### src/rtl/core/rpd_pkg.sv
// Shared types and constants for the region presence detector.
// Used by the controller, the datapath, the divider, the top level and the checker.
package rpd_pkg;

  localparam int PIX_W    = 8;
  localparam int START_W  = 10;
  localparam int END_W    = 11;
  localparam int SUM_W    = 26;
  localparam int CNT_W    = 17;
  localparam int CSUM_W   = 16;
  localparam int RUN_W    = 8;
  localparam int CFG_W    = 11;
  localparam int IDX_W    = 3;
  localparam int QSTEP_W  = $clog2(PIX_W);

  localparam logic [CNT_W-1:0] COUNT_MAX = '1;

  localparam logic ACT_RECAL = 1'b1;

  typedef enum logic [IDX_W-1:0] {
    REG_X_START    = 3'd0,
    REG_Y_START    = 3'd1,
    REG_X_END      = 3'd2,
    REG_Y_END      = 3'd3,
    REG_THRESHOLD  = 3'd4,
    REG_ON_FRAMES  = 3'd5,
    REG_OFF_FRAMES = 3'd6,
    REG_CAL_FRAMES = 3'd7
  } reg_idx_t;

  typedef enum logic [8:0] {
    S_IDLE   = 9'b000000001,
    S_SAMPLE = 9'b000000010,
    S_SDIV   = 9'b000000100,
    S_SWAIT  = 9'b000001000,
    S_CAL    = 9'b000010000,
    S_CDIV   = 9'b000100000,
    S_CWAIT  = 9'b001000000,
    S_DECIDE = 9'b010000000,
    S_EMIT   = 9'b100000000
  } state_t;

  typedef struct packed {
    logic clear;
    logic load;
    logic sample;
    logic sdiv_start;
    logic frame_end;
    logic cdiv_start;
    logic cal_finish;
    logic decide;
    logic emit;
  } cmd_t;

  typedef struct packed {
    logic frame_last;
    logic div_busy;
    logic calibrated;
    logic cal_reached;
    logic out_free;
  } status_t;

endpackage

### src/rtl/core/roi_presence_detector.sv
// Top level of the region presence detector: controller plus datapath, depends on rpd_pkg.
// A pixel item passes through the load and sample states; a recalibrate item clears the state
// from idle. The item that closes a frame also runs the shared divider, which forms the frame
// mean and, when it completes calibration, the baseline, one quotient bit per cycle over eight
// steps. A result may wait in the output register while the next item is accepted; a result
// that cannot be handed over holds the block once the following frame end is reached.
module roi_presence_detector #(
  parameter int COORD_BITS  = 10,
  parameter int SAMPLE_STEP = 3
) (
  input  logic                        clk,
  input  logic                        rst,
  input  logic                        cfg_write,
  input  logic [rpd_pkg::IDX_W-1:0]   cfg_index,
  input  logic [rpd_pkg::CFG_W-1:0]   cfg_data,
  input  logic                        in_valid,
  output logic                        in_stall,
  input  logic                        action,
  input  logic [rpd_pkg::PIX_W-1:0]   pixel_value,
  input  logic [COORD_BITS-1:0]       pixel_x,
  input  logic [COORD_BITS-1:0]       pixel_y,
  input  logic                        frame_last,
  output logic                        out_valid,
  input  logic                        out_stall,
  output logic                        present,
  output logic                        calibrated,
  output logic [rpd_pkg::PIX_W-1:0]   score,
  output logic [rpd_pkg::PIX_W-1:0]   difference,
  output logic [rpd_pkg::PIX_W-1:0]   baseline
);
  import rpd_pkg::*;

  cmd_t    cmd;
  status_t status;

  rpd_ctrl u_ctrl (
    .clk      (clk),
    .rst      (rst),
    .in_valid (in_valid),
    .action   (action),
    .in_stall (in_stall),
    .cmd      (cmd),
    .status   (status)
  );

  rpd_datapath #(
    .COORD_BITS  (COORD_BITS),
    .SAMPLE_STEP (SAMPLE_STEP)
  ) u_datapath (
    .clk         (clk),
    .rst         (rst),
    .cfg_write   (cfg_write),
    .cfg_index   (cfg_index),
    .cfg_data    (cfg_data),
    .pixel_value (pixel_value),
    .pixel_x     (pixel_x),
    .pixel_y     (pixel_y),
    .frame_last  (frame_last),
    .cmd         (cmd),
    .status      (status),
    .out_valid   (out_valid),
    .out_stall   (out_stall),
    .present     (present),
    .calibrated  (calibrated),
    .score       (score),
    .difference  (difference),
    .baseline    (baseline)
  );

endmodule

### src/rtl/core/rpd_div.sv
// Iterative divider giving an eight-bit quotient, one quotient bit per cycle.
// Depends on rpd_pkg; the dividend must be below 256 times the divisor.
module rpd_div (
  input  logic                       clk,
  input  logic                       rst,
  input  logic                       start,
  input  logic [rpd_pkg::SUM_W-1:0]  dividend,
  input  logic [rpd_pkg::CNT_W-1:0]  divisor,
  output logic                       busy,
  output logic [rpd_pkg::PIX_W-1:0]  quotient
);
  import rpd_pkg::*;

  logic [SUM_W-1:0]   rem;
  logic [CNT_W-1:0]   dsr;
  logic [QSTEP_W-1:0] step;
  logic [SUM_W-1:0]   trial;
  logic               fits;

  assign trial = SUM_W'(dsr) << step;
  assign fits  = (rem >= trial);

  always_ff @(posedge clk) begin
    if (rst) begin
      busy <= 1'b0;
    end else if (start) begin
      busy <= 1'b1;
    end else if (busy && (step == '0)) begin
      busy <= 1'b0;
    end
  end

  always_ff @(posedge clk) begin
    if (start) begin
      rem      <= dividend;
      dsr      <= divisor;
      step     <= QSTEP_W'(PIX_W - 1);
      quotient <= '0;
    end else if (busy) begin
      if (fits) begin
        rem            <= rem - trial;
        quotient[step] <= 1'b1;
      end
      step <= step - 1'b1;
    end
  end

endmodule

### src/rtl/core/rpd_ctrl.sv
// Controller state machine that sequences sampling, division and debouncing.
// Depends on rpd_pkg for the state, command and status types.
module rpd_ctrl (
  input  logic             clk,
  input  logic             rst,
  input  logic             in_valid,
  input  logic             action,
  output logic             in_stall,
  output rpd_pkg::cmd_t    cmd,
  input  rpd_pkg::status_t status
);
  import rpd_pkg::*;

  state_t state, state_next;

  always_ff @(posedge clk) begin
    if (rst) begin
      state <= S_IDLE;
    end else begin
      state <= state_next;
    end
  end

  assign in_stall = (state != S_IDLE);

  always_comb begin
    cmd        = '0;
    state_next = state;
    unique case (state)
      S_IDLE: begin
        if (in_valid) begin
          if (action == ACT_RECAL) begin
            cmd.clear = 1'b1;
          end else begin
            cmd.load   = 1'b1;
            state_next = S_SAMPLE;
          end
        end
      end
      S_SAMPLE: begin
        cmd.sample = 1'b1;
        state_next = status.frame_last ? S_SDIV : S_IDLE;
      end
      S_SDIV: begin
        cmd.sdiv_start = 1'b1;
        state_next     = S_SWAIT;
      end
      S_SWAIT: begin
        if (!status.div_busy) begin
          state_next = S_CAL;
        end
      end
      S_CAL: begin
        cmd.frame_end = 1'b1;
        state_next = (!status.calibrated && status.cal_reached) ? S_CDIV : S_DECIDE;
      end
      S_CDIV: begin
        cmd.cdiv_start = 1'b1;
        state_next     = S_CWAIT;
      end
      S_CWAIT: begin
        if (!status.div_busy) begin
          cmd.cal_finish = 1'b1;
          state_next     = S_DECIDE;
        end
      end
      S_DECIDE: begin
        cmd.decide = 1'b1;
        state_next = S_EMIT;
      end
      S_EMIT: begin
        if (status.out_free) begin
          cmd.emit   = 1'b1;
          state_next = S_IDLE;
        end
      end
      default: begin
        state_next = S_IDLE;
      end
    endcase
  end

endmodule

### src/rtl/core/rpd_datapath.sv
// Datapath: configuration registers, region sampling, calibration, debounce and result register.
// Depends on rpd_pkg and instantiates rpd_div.
module rpd_datapath #(
  parameter int COORD_BITS  = 10,
  parameter int SAMPLE_STEP = 3
) (
  input  logic                        clk,
  input  logic                        rst,
  input  logic                        cfg_write,
  input  logic [rpd_pkg::IDX_W-1:0]   cfg_index,
  input  logic [rpd_pkg::CFG_W-1:0]   cfg_data,
  input  logic [rpd_pkg::PIX_W-1:0]   pixel_value,
  input  logic [COORD_BITS-1:0]       pixel_x,
  input  logic [COORD_BITS-1:0]       pixel_y,
  input  logic                        frame_last,
  input  rpd_pkg::cmd_t               cmd,
  output rpd_pkg::status_t            status,
  output logic                        out_valid,
  input  logic                        out_stall,
  output logic                        present,
  output logic                        calibrated,
  output logic [rpd_pkg::PIX_W-1:0]   score,
  output logic [rpd_pkg::PIX_W-1:0]   difference,
  output logic [rpd_pkg::PIX_W-1:0]   baseline
);
  import rpd_pkg::*;

  localparam int DW = (COORD_BITS > START_W) ? COORD_BITS : START_W;
  localparam int CW = (COORD_BITS > END_W) ? COORD_BITS : END_W;
  localparam int GS = DW + 4;
  localparam logic [GS:0] GM = (GS+1)'((2**GS + SAMPLE_STEP - 1) / SAMPLE_STEP);
  localparam int PW = DW + GS + 1;

  logic [START_W-1:0] x_start, y_start;
  logic [END_W-1:0]   x_end, y_end;
  logic [PIX_W-1:0]   threshold;
  logic [RUN_W-1:0]   on_need, off_need;
  logic [RUN_W-1:0]   cal_frames;

  logic [PIX_W-1:0] pix_r;
  logic [DW-1:0]    dx_r, dy_r;
  logic             x_in, y_in, last_r;

  logic [SUM_W-1:0]  region_sum;
  logic [CNT_W-1:0]  region_count;
  logic [CSUM_W-1:0] calib_sum;
  logic [RUN_W-1:0]  calib_count;
  logic [PIX_W-1:0]  baseline_value;
  logic              calibrated_flag;
  logic              present_flag;
  logic [RUN_W-1:0]  on_run, off_run;
  logic [PIX_W-1:0]  last_difference;
  logic [PIX_W-1:0]  score_r;
  logic              raw;

  logic [PW-1:0]     prod_x, prod_y;
  logic              grid_x, grid_y, take;
  logic              div_start, div_busy;
  logic [SUM_W-1:0]  div_dividend;
  logic [CNT_W-1:0]  div_divisor;
  logic [PIX_W-1:0]  quotient;
  logic [PIX_W-1:0]  score_w, diff_w;
  logic [RUN_W-1:0]  calib_count_inc;
  logic [RUN_W:0]    on_inc, off_inc;
  logic [RUN_W-1:0]  on_n, off_n;

  always_ff @(posedge clk) begin
    if (rst) begin
      x_start    <= '0;
      y_start    <= '0;
      x_end      <= END_W'(160);
      y_end      <= END_W'(120);
      threshold  <= PIX_W'(20);
      on_need    <= RUN_W'(3);
      off_need   <= RUN_W'(3);
      cal_frames <= RUN_W'(10);
    end else if (cfg_write) begin
      unique case (cfg_index)
        REG_X_START:    x_start    <= cfg_data[START_W-1:0];
        REG_Y_START:    y_start    <= cfg_data[START_W-1:0];
        REG_X_END:      x_end      <= cfg_data[END_W-1:0];
        REG_Y_END:      y_end      <= cfg_data[END_W-1:0];
        REG_THRESHOLD:  threshold  <= cfg_data[PIX_W-1:0];
        REG_ON_FRAMES:  on_need    <= cfg_data[RUN_W-1:0];
        REG_OFF_FRAMES: off_need   <= cfg_data[RUN_W-1:0];
        REG_CAL_FRAMES: cal_frames <= cfg_data[RUN_W-1:0];
      endcase
    end
  end

  // Range test and corner offsets are captured with the item.
  always_ff @(posedge clk) begin
    if (cmd.load) begin
      pix_r  <= pixel_value;
      dx_r   <= DW'(pixel_x) - DW'(x_start);
      dy_r   <= DW'(pixel_y) - DW'(y_start);
      x_in   <= (CW'(pixel_x) >= CW'(x_start)) && (CW'(pixel_x) < CW'(x_end));
      y_in   <= (CW'(pixel_y) >= CW'(y_start)) && (CW'(pixel_y) < CW'(y_end));
      last_r <= frame_last;
    end
  end

  // An offset is a multiple of the step exactly when the fraction bits of
  // offset times the rounded-up reciprocal stay below that reciprocal.
  assign prod_x = PW'(dx_r) * PW'(GM);
  assign prod_y = PW'(dy_r) * PW'(GM);
  assign grid_x = x_in && ({1'b0, prod_x[GS-1:0]} < GM);
  assign grid_y = y_in && ({1'b0, prod_y[GS-1:0]} < GM);
  assign take   = grid_x && grid_y && (region_count != COUNT_MAX);

  assign div_start    = cmd.sdiv_start || cmd.cdiv_start;
  assign div_dividend = cmd.cdiv_start ? SUM_W'(calib_sum) : region_sum;
  assign div_divisor  = cmd.cdiv_start ? CNT_W'(calib_count) : region_count;

  rpd_div u_div (
    .clk      (clk),
    .rst      (rst),
    .start    (div_start),
    .dividend (div_dividend),
    .divisor  (div_divisor),
    .busy     (div_busy),
    .quotient (quotient)
  );

  assign score_w = (region_count == '0) ? '0 : quotient;
  assign diff_w  = (score_w >= baseline_value) ? (score_w - baseline_value)
                                               : (baseline_value - score_w);
  assign calib_count_inc = calib_count + 1'b1;

  assign on_inc  = {1'b0, on_run} + 1'b1;
  assign off_inc = {1'b0, off_run} + 1'b1;
  assign on_n    = (on_inc > {1'b0, on_need}) ? on_need : on_inc[RUN_W-1:0];
  assign off_n   = (off_inc > {1'b0, off_need}) ? off_need : off_inc[RUN_W-1:0];

  always_ff @(posedge clk) begin
    if (rst || cmd.clear) begin
      region_sum      <= '0;
      region_count    <= '0;
      calib_sum       <= '0;
      calib_count     <= '0;
      baseline_value  <= '0;
      calibrated_flag <= 1'b0;
      present_flag    <= 1'b0;
      on_run          <= '0;
      off_run         <= '0;
      last_difference <= '0;
      raw             <= 1'b0;
    end else begin
      if (cmd.sample && take) begin
        region_sum   <= region_sum + SUM_W'(pix_r);
        region_count <= region_count + 1'b1;
      end
      if (cmd.frame_end) begin
        region_sum   <= '0;
        region_count <= '0;
        if (!calibrated_flag) begin
          calib_sum       <= calib_sum + CSUM_W'(score_w);
          calib_count     <= calib_count_inc;
          last_difference <= '0;
          raw             <= 1'b0;
        end else begin
          last_difference <= diff_w;
          raw             <= (diff_w >= threshold);
        end
      end
      if (cmd.cal_finish) begin
        baseline_value  <= quotient;
        calibrated_flag <= 1'b1;
      end
      if (cmd.decide) begin
        if (raw) begin
          on_run  <= on_n;
          off_run <= '0;
          if (on_n >= on_need) begin
            present_flag <= 1'b1;
          end
        end else begin
          off_run <= off_n;
          on_run  <= '0;
          if (off_n >= off_need) begin
            present_flag <= 1'b0;
          end
        end
      end
    end
  end

  always_ff @(posedge clk) begin
    if (cmd.frame_end) begin
      score_r <= score_w;
    end
  end

  always_ff @(posedge clk) begin
    if (rst) begin
      out_valid <= 1'b0;
    end else if (cmd.emit) begin
      out_valid <= 1'b1;
    end else if (!out_stall) begin
      out_valid <= 1'b0;
    end
  end

  always_ff @(posedge clk) begin
    if (cmd.emit) begin
      present    <= present_flag;
      calibrated <= calibrated_flag;
      score      <= score_r;
      difference <= last_difference;
      baseline   <= baseline_value;
    end
  end

  assign status.frame_last  = last_r;
  assign status.div_busy    = div_busy;
  assign status.calibrated  = calibrated_flag;
  assign status.cal_reached = (calib_count_inc >= cal_frames);
  assign status.out_free    = !out_valid || !out_stall;

endmodule

### config.mk
export PLATFORM = sky130hd
export DESIGN_NAME = roi_presence_detector
export DESIGN_NICKNAME = d
export VERILOG_FILES = /design/src/rtl/core/rpd_pkg.sv /design/src/rtl/core/roi_presence_detector.sv /design/src/rtl/core/rpd_div.sv /design/src/rtl/core/rpd_ctrl.sv /design/src/rtl/core/rpd_datapath.sv
export SDC_FILE = /design/constraint.sdc
export NUM_CORES = 1
export LEC_CHECK = 0
export BUFFER_PORTS_ARGS = -buffer_cell sky130_fd_sc_hd__buf_4
export CAP_MARGIN = 10
export CORE_MARGIN = 1.5
export CORE_UTILIZATION = 50
export DETAILED_ROUTE_END_ITERATION = 8
export PLACE_DENSITY_LB_ADDON = 0.25
export SYNTH_ARGS = -nofsm -noshare
export SYNTH_HDL_FRONTEND = slang
export SYNTH_SLANG_ARGS = --single-unit
### constraint.sdc
create_clock -name clk -period 7.35 [get_ports clk]
set_clock_uncertainty 0.2 [all_clocks]
set_input_delay 0.735 -clock clk [delete_from_list [all_inputs] [get_ports clk]]
set_output_delay 0.735 -clock clk [all_outputs]
set_load 0.01 [all_outputs]
# Yosys cells after proc, flatten, opt, wreduce, memory -nomap -nowiden
# Cells that the tools add are included.
# op_classes
bitwise,2
reduce_logical,37
div_mod_pow,0
n_lt_le_gt_ge,16
shifts,1
n_mux,43
multipliers,2
n_eq_ne,25
n_addsub,12
# ops
operator,count
$mux W26,4
$pmux W9 S9,1
$mux W8,9
$mux W9,5
$ge A8 B8 Y1,5
$lt A14 B13 Y1 const B,2
$add A26 B8 Y26,1
$ge A26 B26 Y1,1
$mul A10 B12 Y13 const B,2
$shl A17 B3 Y26,1
$sub A26 B26 Y26,1
$lt A10 B11 Y1,2
$reduce_and A2 Y1,11
$ge A10 B10 Y1,2
$mux W1,20
$sub A10 B10 Y10,2
$add A8 B1 Y9 const B,2
$gt A9 B8 Y1,2
$add A17 B1 Y17 const B,1
$logic_not A17 Y1,1
$ne A17 B17 Y1 const B,1
$add A16 B8 Y16,1
$sub A8 B8 Y8,2
$eq A3 B3 Y1 const B,4
31 further kinds,55
# totals
latchBits,0
rom_bits,0
reg_bits,306
out_inout_bits,28
wordCells,177
mem_bits_rw,0
memories,0

# Longest topological paths before layout
# Gate-level depths: netlist of run 1.
# depth
ltp_word,6
depth_mapped,22
mapped_depth_nobuf,21

# Cells and area by module
# From an unflattened synthesis of run 1, not the netlist that was laid out.
# hier_totals
cells_unflattened,2340
area_unflattened_um2,21117.8
# modules_own_cells
mod,area_each_um2,n_inst,cells_each
rpd_datapath,16275.6,1,1808
rpd_div,4179.0,1,451
rpd_ctrl,663.1,1,81

# Worst setup path before layout of run 1
# Ideal clock, no wire load.
# synth_timing
path_type,register to register
startpoint,reg u_datapath.dx_r[4]
endpoint,reg u_datapath.region_sum[18]
path_stages_with_launch,18
setup_slack_ns,1.724
required_ns,7.080
arrival_time_ns,5.356
synth_period_minus_slack_ns,5.626
setup_time_ns,0.070
path_cell_list,edfxtp_1 ha_1 inv_1 fa_1 inv_1 fa_1 fa_1 fa_1 ha_1 a21o_1 o21ai_0 nor2_2 nor2_1 o311a_1 nor4b_4 or4b_1 or3_1 a21oi_1
# synth_between
elab_chain_len,6
# synth_lines
item,line_no,text
"start, declared",rpd_datapath.sv:41,"logic [DW-1:0] dx_r, dy_r;"
"start signal, assigned",rpd_datapath.sv:95,dx_r <= DW'(pixel_x) - DW'(x_start);
$mul A10 B12 Y13,rpd_datapath.sv:105,assign prod_x = PW'(dx_r) * PW'(GM);
$lt A14 B13 Y1,rpd_datapath.sv:107,"assign grid_x = x_in && ({1'b0, prod_x[GS-1:0]} < GM);"
$logic_and A1 B1 Y1,rpd_datapath.sv:107,
$logic_and A1 B1 Y1 (2 in a row),rpd_datapath.sv:109,assign take = grid_x && grid_y && (region_count != COUNT_MAX);
$logic_and A1 B1 Y1,rpd_datapath.sv:149,if (cmd.sample && take) begin
"end signal, assigned",rpd_datapath.sv:150,region_sum <= region_sum + SUM_W'(pix_r);
"end, declared",rpd_datapath.sv:44,logic [SUM_W-1:0] region_sum;
# Every way passes these cells.
# A chain may end at the register's enable or synchronous reset.

# Worst setup path in the final report of run 1
# layout_timing
startpoint,reg u_datapath.dx_r[4]
endpoint,reg u_datapath.region_count[13]
# layout_between
elab_chain_len,6
# layout_lines
item,line_no,text
$mul A10 B12 Y13,rpd_datapath.sv:105,
$lt A14 B13 Y1,rpd_datapath.sv:107,
$logic_and A1 B1 Y1,rpd_datapath.sv:107,
$logic_and A1 B1 Y1 (2 in a row),rpd_datapath.sv:109,
$logic_and A1 B1 Y1,rpd_datapath.sv:149,
"end signal, assigned",rpd_datapath.sv:151,region_count <= region_count + 1'b1;
"end, declared",rpd_datapath.sv:45,logic [CNT_W-1:0] region_count;
# Every way passes these cells.

==> flow_summary_export.csv, run 1 <==
group,metric,value,unit
floorplan,floorplan.initialDensity,50.6,%
detailed_routing,via_per_inst,5.64,
timing,setup_violations,0,
floorplan,coreArea,0.0396,mm^2
detailed_routing,first_iter_violations,980,
synthesis,synth_cell_type_count,80,
timing,hold_viol,0,
place,dp_hpwl,36300,um
worst_setup_path,cpMostUsedCell,"fa_1",
timing,slew_headroom,20.0,%
synthesis,synth.ff_latch_count,306,
pwr,pwr_density_cell,282,mW/mm^2
synthesis,yosysSeqAreaShare,35.9,%
pwr,power.leakage,9.11,nW
cts,path_clk_slew,0.06,ns
worst_setup_path,crit_path_cell_trace,"ha_1 -> inv_1 -> fa_1 -> inv_1 -> fa_1 -> fa_1 -> fa_1 -> ha_1 -> a21o_1 -> o21ai_0 -> nor2_2 -> nor2_1 -> o311a_1 -> nor4b_4 -> nor4b_4 -> or3b_1 -> a21oi_1",
timing,finalSetupTns,0,ns
worst_setup_path,max_stage_delay,0.59,ns
final_layout,stdcell_count,2786,
synthesis,syn_area,0.0201,mm^2
pwr,ir_drop,274,uV
global_routing,grt_overflow,0,
cts,htree_levels,2,
outcome,outcome,"finished clean",
floorplan,dieWidth,203,um
place,placed_cells,2721,
synthesis,syn_inst,2173,
synthesis,async_reset_ff_share,0,%
cts,cts_hold_buf,0,
worst_setup_path,cp_data_arrival_time,6.51,ns
cts,root_buffer,"clkbuf_16",
timing,fin_crit_sh,84.8,%
cts,tritoncts,"done",
final_layout,areaGrowthSynthToFinish,11.8,%
detailed_routing,drc,0,
detailed_routing,vias,15700,
worst_setup_path,worst-path-max-fanout,10,
run,maxCapViolCount,0,
worst_setup_path,end_kind,"flip-flop",
worst_setup_path,crit_slowest_cell,"nor4b_4",
final_layout,num_antenna_cells,0,
floorplan,dieArea,0.0414,mm^2
final_layout,final_area,0.0224,mm^2
final_layout,num-nets-final,2547,
worst_setup_path,start_kind,"flip-flop",
synthesis,yosysWarnings,0,
worst_hold_path,hold_path_class,"in2reg",
final_layout,final_common_cell,"nand2_1",
global_routing,grt_max_degree,85,
place,globalplace.congestion,0.908,
cts,numCtsBuffers,35,
synthesis,synthFlopType,"dfxtp_1",
floorplan,rows,73,
final_layout,drive_gt1_share,9.38,%
synthesis,synth_area_per_cell,9.24,um^2
global_routing,grt_pass1_vias,15400,
cts,clock-sinks,306,
synthesis,synth_edf_count,108,
detailed_routing,totalWireLength,48500,um
detailed_routing,wl_per_cell,17.4,um
cts,clock_path_buffers,3,
cts,clkLatencyLatePin,0.55,ns
global_routing,grt_first_pass_wirelength,79500,um
detailed_routing,firstDrtPassIters,5,
cts,cts_resized,0,
worst_setup_path,path_buf_inv,2,
worst_setup_path,criticalPathCategory,"reg2reg",
final_layout,layout_common_cells,"nand2_1 (229), ha_1 (221), inv_1 (202)",
timing,worst_slew_pin_slew,1.20,ns
detailed_routing,antenna_left,0,
synthesis,syn-num-nets,2486,
place,io_buffers,76,
global_routing,antenna_found_initial,0,
place,placed_area,0.0212,mm^2
cts,post_cts_buffers,0,
pwr,finalPower,6.33,mW
timing,fmax,160,MHz
floorplan,dieHeight,203,um
timing,rsz0062_at_grt,"false",
timing,fin_crit,6.23,ns
timing,drv_slew,0,
floorplan,io-pin-count,77,
worst_setup_path,crit_family,"adder cells",
global_routing,grt_use_total,23.9,%
worst_setup_path,cp.required,7.63,ns
## per-layer routing
| metal | GRT usage, % | routed length (um) | vias up | part of all wire, % |
|---|---|---|---|---|
| li1 | - | - | 7816 | - |
| met1 | 32.9 | 22800 | 7473 | 47 |
| met2 | 39.3 | 22200 | 363 | 46 |
| met3 | 3.12 | 2500 | 64 | 5.2 |
| met4 | 6.77 | 986 | 0 | 2.0 |
| met5 | 0 | 0 | - | 0 |
## path summary, 6_finish.rpt
path	start	to	slack, ns	cells after the start
worst max-delay path	u_datapath.dx_r[4]	u_datapath.region_count[13]	1.12	17
worst min-delay path	pixel_value[6]	u_datapath.pix_r[6]	0.16	1
worst max register to register	u_datapath.dx_r[4]	u_datapath.region_count[13]	1.12	17
worst min register to register	u_datapath.score_r[6]	u_datapath.score[6]	0.22	0
## logic make-up after synthesis
group / count (synthesis) / share of synthesized area [%]
xor+xnor: 102 / 4.45
compound gates: 482 / 15.3
flops: 306 / 35.9
buf+inv: 271 / 5.10
simple gates: 662 / 16.2
fa+ha+maj: 264 / 18.1
mux: 86 / 4.92
## area by class of cell
| cell class | count | area, um^2 |
|---|---|---|
| Clock buffer | 45 | 987 |
| Clock inverter | 19 | 244 |
| Fill cell | 3538 | 17200 |
| Inverter | 202 | 758 |
| Multi-Input combinational cell | 1596 | 11900 |
| Sequential cell | 306 | 7210 |
| Tap cell | 525 | 657 |
| Timing Repair Buffer | 93 | 698 |
## state kept, by name, indices dropped and copies added, names as in the netlist, 10 cells and up
name and flops:
u_datapath.calib_sum 16, u_datapath.dx_r 10, u_datapath.dy_r 10, u_datapath.region_count 17, u_datapath.region_sum 26, u_datapath.u_div.dsr 17, u_datapath.u_div.rem 26, u_datapath.x_end 11
u_datapath.x_start 10, u_datapath.y_end 11, u_datapath.y_start 10
## Yosys cell counts (10+ instances only)
library cell | n | share of area [%]
a211oi_1 | 13 | 0.49
a21oi_1 | 160 | 4.0
nor4_1 | 13 | 0.41
xor2_1 | 40 | 1.7
nand2_1 | 229 | 4.3
xnor2_1 | 62 | 2.7
nand3b_1 | 18 | 0.67
mux2_2 | 22 | 1.2
a31oi_1 | 10 | 0.31
nand4_1 | 22 | 0.69
inv_1 | 202 | 3.8
edfxtp_1 | 108 | 16
dfxtp_1 | 198 | 20
nor2b_1 | 33 | 1.0
nor2_1 | 156 | 2.9
o21ai_0 | 92 | 2.3
ha_1 | 221 | 14
o21a_1 | 22 | 0.82
nand2b_1 | 31 | 0.97
or2_2 | 10 | 0.31
a211o_1 | 11 | 0.48
or3_1 | 17 | 0.53
mux2i_1 | 56 | 2.8
clkbuf_1 | 61 | 1.1
a21o_1 | 45 | 1.7
nor3_1 | 34 | 0.85
a22oi_1 | 32 | 1.2
a22o_1 | 15 | 0.65
or4_1 | 10 | 0.37
fa_1 | 43 | 4.3
and3_1 | 16 | 0.50
nand3_1 | 33 | 0.82
## worst register-to-register path, cell delays in order, from the launching register on
cell and delay, ns:
edfxtp_1 0.44, ha_1 0.39, inv_1 0.08, fa_1 0.54, inv_1 0.05, fa_1 0.47
fa_1 0.55, fa_1 0.43, ha_1 0.36, a21o_1 0.22, o21ai_0 0.17, nor2_2 0.14
nor2_1 0.06, o311a_1 0.40, nor4b_4 0.59, nor4b_4 0.56, or3b_1 0.40, a21oi_1 0.15
## stage by stage
stage / worst slack (ns) / hold slack [ns] / util (%)
after floorplan: 1.72 / 0.200 / -
after global placement: 1.27 / 0.204 / 53.5
after detailed placement: 1.16 / 0.205 / 53.5
after CTS: 1.17 / 0.140 / 56.6
after global routing: 0.780 / 0.137 / 56.6
final: 1.12 / 0.159 / 56.6
## where the power goes
part / switching [mW] / internal, mW
Combinational: 1.51 / 1.07
Sequential: 0.0476 / 1.82
Clock: 0.739 / 1.13
No activity file was read; power rests on OpenSTA's default activity.
==> inputs of run 2 (changes only) <==
- clock period: 7.35 -> 5.6 ns (I/O delays scaled with it)
==> run 2 against run 1 <==
Against the previous run:
- the run now ends with capacitance limit, setup timing left
- power grew 56%
- hold slack lost 0.081 ns
- global-route usage grew 0.10 points
- register-to-register slack lost 1.2 ns
- largest power group unchanged
- core utilization grew 2.5 points
- first-iteration DRC count shrank 5.8%
- sequential power grew 30%
- largest cell class unchanged
- routed wire length grew 2.9%
==> flow_summary_export.csv, run 2 (synthesis results as in run 1) <==
group,metric,value,unit
pwr,pwr-share-clk,24.1,%
timing,slew_headroom,2.07,%
final_layout,largestRegisters,"u_datapath.region_sum x26, u_datapath.u_div.rem x26",
floorplan,coreArea,0.0396,mm^2
worst_setup_path,start_kind,"flip-flop",
detailed_routing,first_iter_violations,923,
floorplan,io-pin-count,77,
global_routing,antenna_found_initial,0,
floorplan,dieWidth,203,um
final_layout,fill_cells,3449,
final_layout,num_antenna_cells,0,
global_routing,grt_overflow,0,
final_layout,final_area,0.0234,mm^2
worst_setup_path,worst-path-max-fanout,5,
detailed_routing,antenna_left,0,
final_layout,layout_common_cells,"nand2_1 (229), ha_1 (210), dfxtp_1 (198)",
worst_setup_path,crit_path_cell_trace,"ha_1 -> inv_2 -> fa_1 -> inv_1 -> fa_1 -> fa_1 -> fa_1 -> ha_4 -> a21o_4 -> buf_6 -> or4_1 -> nand4_1 -> o311a_1 -> nor4b_4 -> buf_4 -> buf_6 -> buf_4 -> nor4b_4 -> buf_4 -> buf_4 -> a21bo_2 -> a21oi_2",
place,placed_cells,2775,
timing,fin_crit,5.64,ns
worst_hold_path,whs_endpoint,"u_datapath.y_end[10]",
cts,clock_path_buffers,3,
timing,hold_viol,0,
place,placed_area,0.0216,mm^2
worst_setup_path,path_buf_inv,8,
floorplan,dieArea,0.0414,mm^2
worst_hold_path,hp-start,"cfg_data[10]",
worst_setup_path,criticalPathCategory,"reg2reg",
timing,fin_crit_sh,101,%
worst_hold_path,min_path_cells,3,
cts,tritoncts,"done",
timing,fmax,177,MHz
detailed_routing,via_per_inst,5.62,
pwr,power.leakage,9.56,nW
cts,clock-sinks,306,
timing,worst_slew_pin_slew,1.45,ns
worst_setup_path,cp.required,5.87,ns
final_layout,stdcell_count,2874,
worst_hold_path,hold_path_class,"in2reg",
pwr,pwr_density_cell,422,mW/mm^2
cts,clkLatencyLatePin,0.56,ns
global_routing,use_met2,40.1,%
run,maxCapViolCount,1,
cts,root_buffer,"clkbuf_16",
timing,drv_slew,0,
worst_setup_path,r2r_setup_slack,-0.04,ns
global_routing,grt_max_degree,55,
worst_setup_path,crit_family,"adder cells",
final_layout,final_common_cell,"nand2_1",
pwr,pwr-share-comb,51.4,%
timing,worst_hold_slack,0.0779,ns
worst_setup_path,end_kind,"flip-flop",
detailed_routing,firstDrtPassIters,5,
detailed_routing,vias,16100,
worst_setup_path,r2r_cells,22,
timing,finalSetupTns,-0.0987,ns
worst_setup_path,reg2reg_to,"u_datapath.region_count[7]",
outcome,violations,"capacitance limit, setup timing",
worst_setup_path,cp_data_arrival_time,5.91,ns
worst_setup_path,max_stage_delay,0.55,ns
detailed_routing,drc,0,
global_routing,grt_first_pass_wirelength,79300,um
place,globalplace.congestion,0.904,
outcome,outcome,"finished with violations",
timing,finalWorstSetupSlack,-0.0387,ns
detailed_routing,totalWireLength,49900,um
cts,path_clk_slew,0.06,ns
place,dp_hpwl,37300,um
worst_setup_path,r2r-start,"u_datapath.dx_r[4]",
timing,rsz0062_at_grt,"true",
worst_setup_path,crit_slowest_cell,"fa_1",
cts,numCtsBuffers,36,
floorplan,dieHeight,203,um
global_routing,grt_util_met3,3.64,%
pwr,ir_drop,412,uV
pwr,power_switching,3.55,mW
final_layout,drive_gt1_share,13.8,%
global_routing,grt_use_total,24.0,%
timing,setup_violations,5,
detailed_routing,wl_per_cell,17.4,um
global_routing,top_usage_layer,"met2",
final_layout,num-nets-final,2634,
floorplan,floorplan.initialDensity,50.6,%
pwr,seq_power_share,24.6,%
floorplan,rows,73,
global_routing,grt_pass1_vias,15800,
cts,htree_levels,2,
final_layout,areaGrowthSynthToFinish,16.7,%
place,io_buffers,76,
pwr,swShare,35.9,%
pwr,internal_power,6.34,mW
global_routing,met1_usage,31.7,%
run 2: final cells by class:
| cell class | instances | area (um^2) | share of cell area (%) |
|---|---|---|---|
| multi-input cells | 1597 | 12200 | 51.9 |
| flip-flops and latches | 306 | 7210 | 30.8 |
| repair buffers | 178 | 1450 | 6.19 |
| clock buffers | 46 | 960 | 4.10 |
| inverters | 202 | 758 | 3.24 |
| well taps | 525 | 657 | 2.80 |
| clock inverters | 20 | 228 | 0.972 |
run 2: per-layer routing:
| metal | vias to the layer above | share of wire, % |
|---|---|---|
| li1 | 7989 | - |
| met1 | 7701 | 45 |
| met2 | 366 | 47 |
| met3 | 82 | 5.2 |
| met4 | 0 | 2.8 |
| met5 | - | 0 |
run 2: worst max-delay path by stage:
stage	slack (ns)	depth (start not counted)	start	end
after floorplan	0.03	17	u_datapath.dx_r[4]	u_datapath.region_sum[18]
after global placement	-0.15	18	u_datapath.dx_r[4]	u_datapath.region_count[6]
after detailed placement	-0.31	18	u_datapath.dx_r[4]	u_datapath.region_sum[18]
after CTS	0.003	18	u_datapath.dy_r[4]	u_datapath.region_sum[18]
after global routing	-0.21	20	u_datapath.dx_r[6]	u_datapath.region_sum[18]
final	-0.04	22	u_datapath.dx_r[4]	u_datapath.region_count[7]
run 2: through the flow:
stage / power [mW] / setup slack, ns / util, %
finish: 9.89 / -0.0387 / 59.1
global route: 10.5 / -0.211 / 59.1
CTS: 8.84 / 0.00275 / 58.2
detailed placement: 6.17 / -0.310 / 54.6
global placement: 6.06 / -0.155 / 54.6
floorplan: 5.07 / 0.0339 / -
run 2: tightest hold or removal path, stage by stage:
cell,delay (ns)
buf_4,0.12
nand2_1,0.05
a21oi_1,0.05
run 2: repair_timing:
| item | 4_1_cts | 5_1_grt |
|---|---|---|
| endpoints found under the hold margin | 9 | 0 |
| endpoints found under the setup margin | 27 | 42 |
| hold buffers | 9 | 0 |
| gates resized for setup | 14 | 46 |
| pin swaps | 20 | 23 |
| setup buffers | 8 | 12 |
| cloned | 2 | 1 |
run 2: power by group through the flow:
stage                     combinational, mW  clock (mW)  sequential (mW)
final                                  5.08        2.38             2.43
after global routing                   5.52        2.52             2.44
after CTS                              3.98        2.43             2.43
after detailed placement               3.70           0             2.48
after global placement                 3.59           0             2.47
after floorplan                        2.60           0             2.47
==> inputs of run 3 (changes only) <==
- SYNTH_HIERARCHICAL: unset -> 1
==> run 3 against run 2 <==
Against the previous run:
- final cell count grew 2.9%
- synthesized area grew 5.2%
- largest cell class unchanged
- highest routed layer unchanged
- critical path type unchanged
- sequential share of layout area shrank 0.20 points
- synthesized cell count grew 7.7%
- critical endpoint is now u_datapath/region_sum[25]
- the flow now finishes without violations
==> flow_summary_export.csv, run 3 <==
group,metric,value,unit
outcome,outcome,"finished clean",
worst_setup_path,crit_path_cell_trace,"ha_4 -> inv_1 -> fa_1 -> inv_1 -> fa_1 -> fa_1 -> fa_1 -> ha_2 -> a211oi_2 -> nor2_1 -> a211oi_1 -> a221o_1 -> o2111ai_4 -> buf_12 -> or4_1 -> mux2i_1",
timing,fin_crit,5.37,ns
place,dp_slack,0.0161,ns
synthesis,synth_edf_count,108,
worst_setup_path,start_kind,"flip-flop",
floorplan,floorplan.initialDensity,50.5,%
timing,finalSetupTns,0,ns
detailed_routing,firstDrtPassIters,5,
worst_hold_path,whs_endpoint,"u_datapath/out_valid",
synthesis,yosysMostFrequentCell,"nand2_1",
pwr,internal_power,4.89,mW
floorplan,rows,75,
pwr,pwr-share-comb,33.1,%
detailed_routing,first_iter_violations,1161,
final_layout,largestRegisters,"u_datapath/region_sum x26, u_datapath/u_div/rem x26",
pwr,power_switching,2.37,mW
pwr,power.leakage,9.63,nW
timing,fin_crit_sh,95.9,%
global_routing,grt_use_total,24.3,%
synthesis,synth_cell_type_count,92,
synthesis,synth_top_area_share,18.8,%
final_layout,fill_cells,3700,
worst_setup_path,cp_data_arrival_time,5.60,ns
worst_setup_path,r2r_setup_slack,0.23,ns
timing,worst_slew_pin_slew,1.25,ns
pwr,seq_power_share,32.9,%
worst_setup_path,r2r_cells,16,
final_layout,stdcell_count,2958,
synthesis,syn-num-nets,2653,
global_routing,grt_max_degree,88,
cts,clock-sinks,306,
synthesis,yosysWarnings,6,
place,placed_area,0.0221,mm^2
cts,clkLatencyLatePin,0.55,ns
worst_setup_path,cp.required,5.83,ns
synthesis,async_reset_ff_share,0,%
pwr,pwr_density_cell,308,mW/mm^2
synthesis,synth_area_leader_cell,"dfxtp_1",
global_routing,grt_first_pass_wirelength,86600,um
synthesis,synth_area_per_cell,9.02,um^2
timing,hold_viol,0,
worst_hold_path,min_path_cells,3,
final_layout,final_area,0.0236,mm^2
worst_setup_path,worst-path-max-fanout,54,
timing,worst_hold_slack,0.0536,ns
cts,tritoncts,"done",
place,placed_cells,2881,
final_layout,areaGrowthSynthToFinish,11.7,%
place,globalplace.congestion,0.910,
synthesis,synthTopCellsByArea,"dfxtp_1 (19%), edfxtp_1 (15%), ha_1 (13%)",
detailed_routing,vias,17200,
detailed_routing,antenna_left,0,
detailed_routing,wl_per_cell,17.7,um
final_layout,post-route-util,56.3,%
cts,path_clk_slew,0.06,ns
cts,root_buffer,"clkbuf_16",
worst_setup_path,end_kind,"flip-flop",
final_layout,final_common_cell,"nand2_1",
worst_setup_path,reg2reg_to,"u_datapath/region_sum[25]",
cts,numCtsBuffers,36,
floorplan,dieHeight,209,um
cts,htree_levels,2,
worst_setup_path,cpMostUsedCell,"fa_1",
synthesis,yosys-top-cells-count,"nand2_1 (262), ha_1 (221), inv_1 (220)",
floorplan,coreArea,0.0419,mm^2
place,io_buffers,76,
pwr,ir_drop,274,uV
final_layout,num-nets-final,2705,
synthesis,synthFlopType,"dfxtp_1",
worst_hold_path,hold_path_class,"in2reg",
final_layout,drive_gt1_share,11.0,%
final_layout,layout_common_cells,"nand2_1 (262), inv_1 (220), ha_1 (217)",
place,dp_hpwl,38500,um
pwr,finalPower,7.25,mW
worst_setup_path,path_buf_inv,3,
cts,clock_path_buffers,3,
synthesis,syn_area,0.0211,mm^2
synthesis,yosysSeqAreaShare,34.1,%
global_routing,grt_pass1_vias,17100,
worst_hold_path,hp-start,"out_stall",
timing,slew_headroom,16.1,%
final_layout,num_antenna_cells,0,
timing,finalWorstSetupSlack,0.231,ns
timing,setup_violations,0,
pwr,pwr-share-clk,33.9,%
detailed_routing,drc,0,
worst_setup_path,max_stage_delay,0.54,ns
worst_setup_path,r2r-start,"u_datapath/dx_r[4]",
timing,fmax,186,MHz
pwr,swShare,32.6,%
worst_setup_path,criticalPathCategory,"reg2reg",
global_routing,antenna_found_initial,0,
floorplan,io-pin-count,77,
global_routing,grt_overflow,0,
synthesis,syn_inst,2340,
worst_setup_path,crit_family,"adder cells",
timing,rsz0062_at_grt,"false",
worst_setup_path,crit_slowest_cell,"or4_1",
detailed_routing,via_per_inst,5.80,
floorplan,dieArea,0.0435,mm^2
floorplan,dieWidth,209,um
run,maxCapViolCount,0,
detailed_routing,totalWireLength,52400,um
synthesis,synth.ff_latch_count,306,
timing,drv_slew,0,
run 3: cell type report:
cell class / count / area, um^2 / share of cell area, %
inverters: 221 / 830 / 3.52
clock buffers: 53 / 1120 / 4.75
clock inverters: 12 / 126 / 0.536
well taps: 539 / 674 / 2.86
multi-input cells: 1718 / 12800 / 54.1
flip-flops and latches: 306 / 7210 / 30.6
repair buffers: 109 / 866 / 3.67
run 3: worst max-delay path by stage:
stage / to / from / cells past startpoint
after floorplan: u_datapath/region_sum[8] / u_datapath/dy_r[4] / 18
after global placement: u_datapath/region_sum[25] / u_datapath/dy_r[6] / 17
after detailed placement: u_datapath/region_sum[25] / u_datapath/dy_r[4] / 17
after CTS: u_datapath/region_sum[25] / u_datapath/dy_r[4] / 17
after global routing: u_datapath/region_sum[25] / u_datapath/dx_r[4] / 16
final: u_datapath/region_sum[25] / u_datapath/dx_r[4] / 16
run 3: power by group through the flow:
| stage | sequential, mW | combinational, mW | clock [mW] |
|---|---|---|---|
| 2_1_floorplan | 2.42 | 1.82 | 0 |
| 4_1_cts | 2.39 | 2.30 | 2.52 |
| 5_1_grt | 2.39 | 2.69 | 2.59 |
| 3_3_place_gp | 2.43 | 2.18 | 0 |
| 3_5_place_dp | 2.44 | 2.25 | 0 |
| 6_report | 2.39 | 2.40 | 2.46 |
run 3: logic make-up (layout without fill, tap and decap cells):
group                    count (synthesis)  count (layout)  share of synthesized area [%]
AO/OA/AOI/OAI                          539             539                           16.7
XOR/XNOR                                81              81                           3.46
multiplexers                            98              98                           5.47
adder cells (fa/ha/maj)                264             264                           17.2
AND/OR/NAND/NOR                        736             736                           17.2
buffers and inverters                  316             395                           5.91
flip-flops                             306             306                           34.1
run 3: metal layers:
layer	part of all wire (%)	global-route usage, %	vias to the layer above
li1	-	-	8431
met1	45	31.7	8275
met5	0	0	-
met4	3.0	7.80	0
met3	4.6	3.49	91
met2	48	41.6	374
run 3: what timing repair did:
action,4_1_cts,5_1_grt
hold buffers,9,0
setup endpoints to repair,1,29
buffers inserted,0,3
endpoints found under the hold margin,9,0
gates resized for setup,1,12
pin swaps,0,3
run 3: worst min-delay path, cell delays in order:
cell     delay, ns
buf_4         0.08
a21oi_1       0.06
nor2_1        0.07
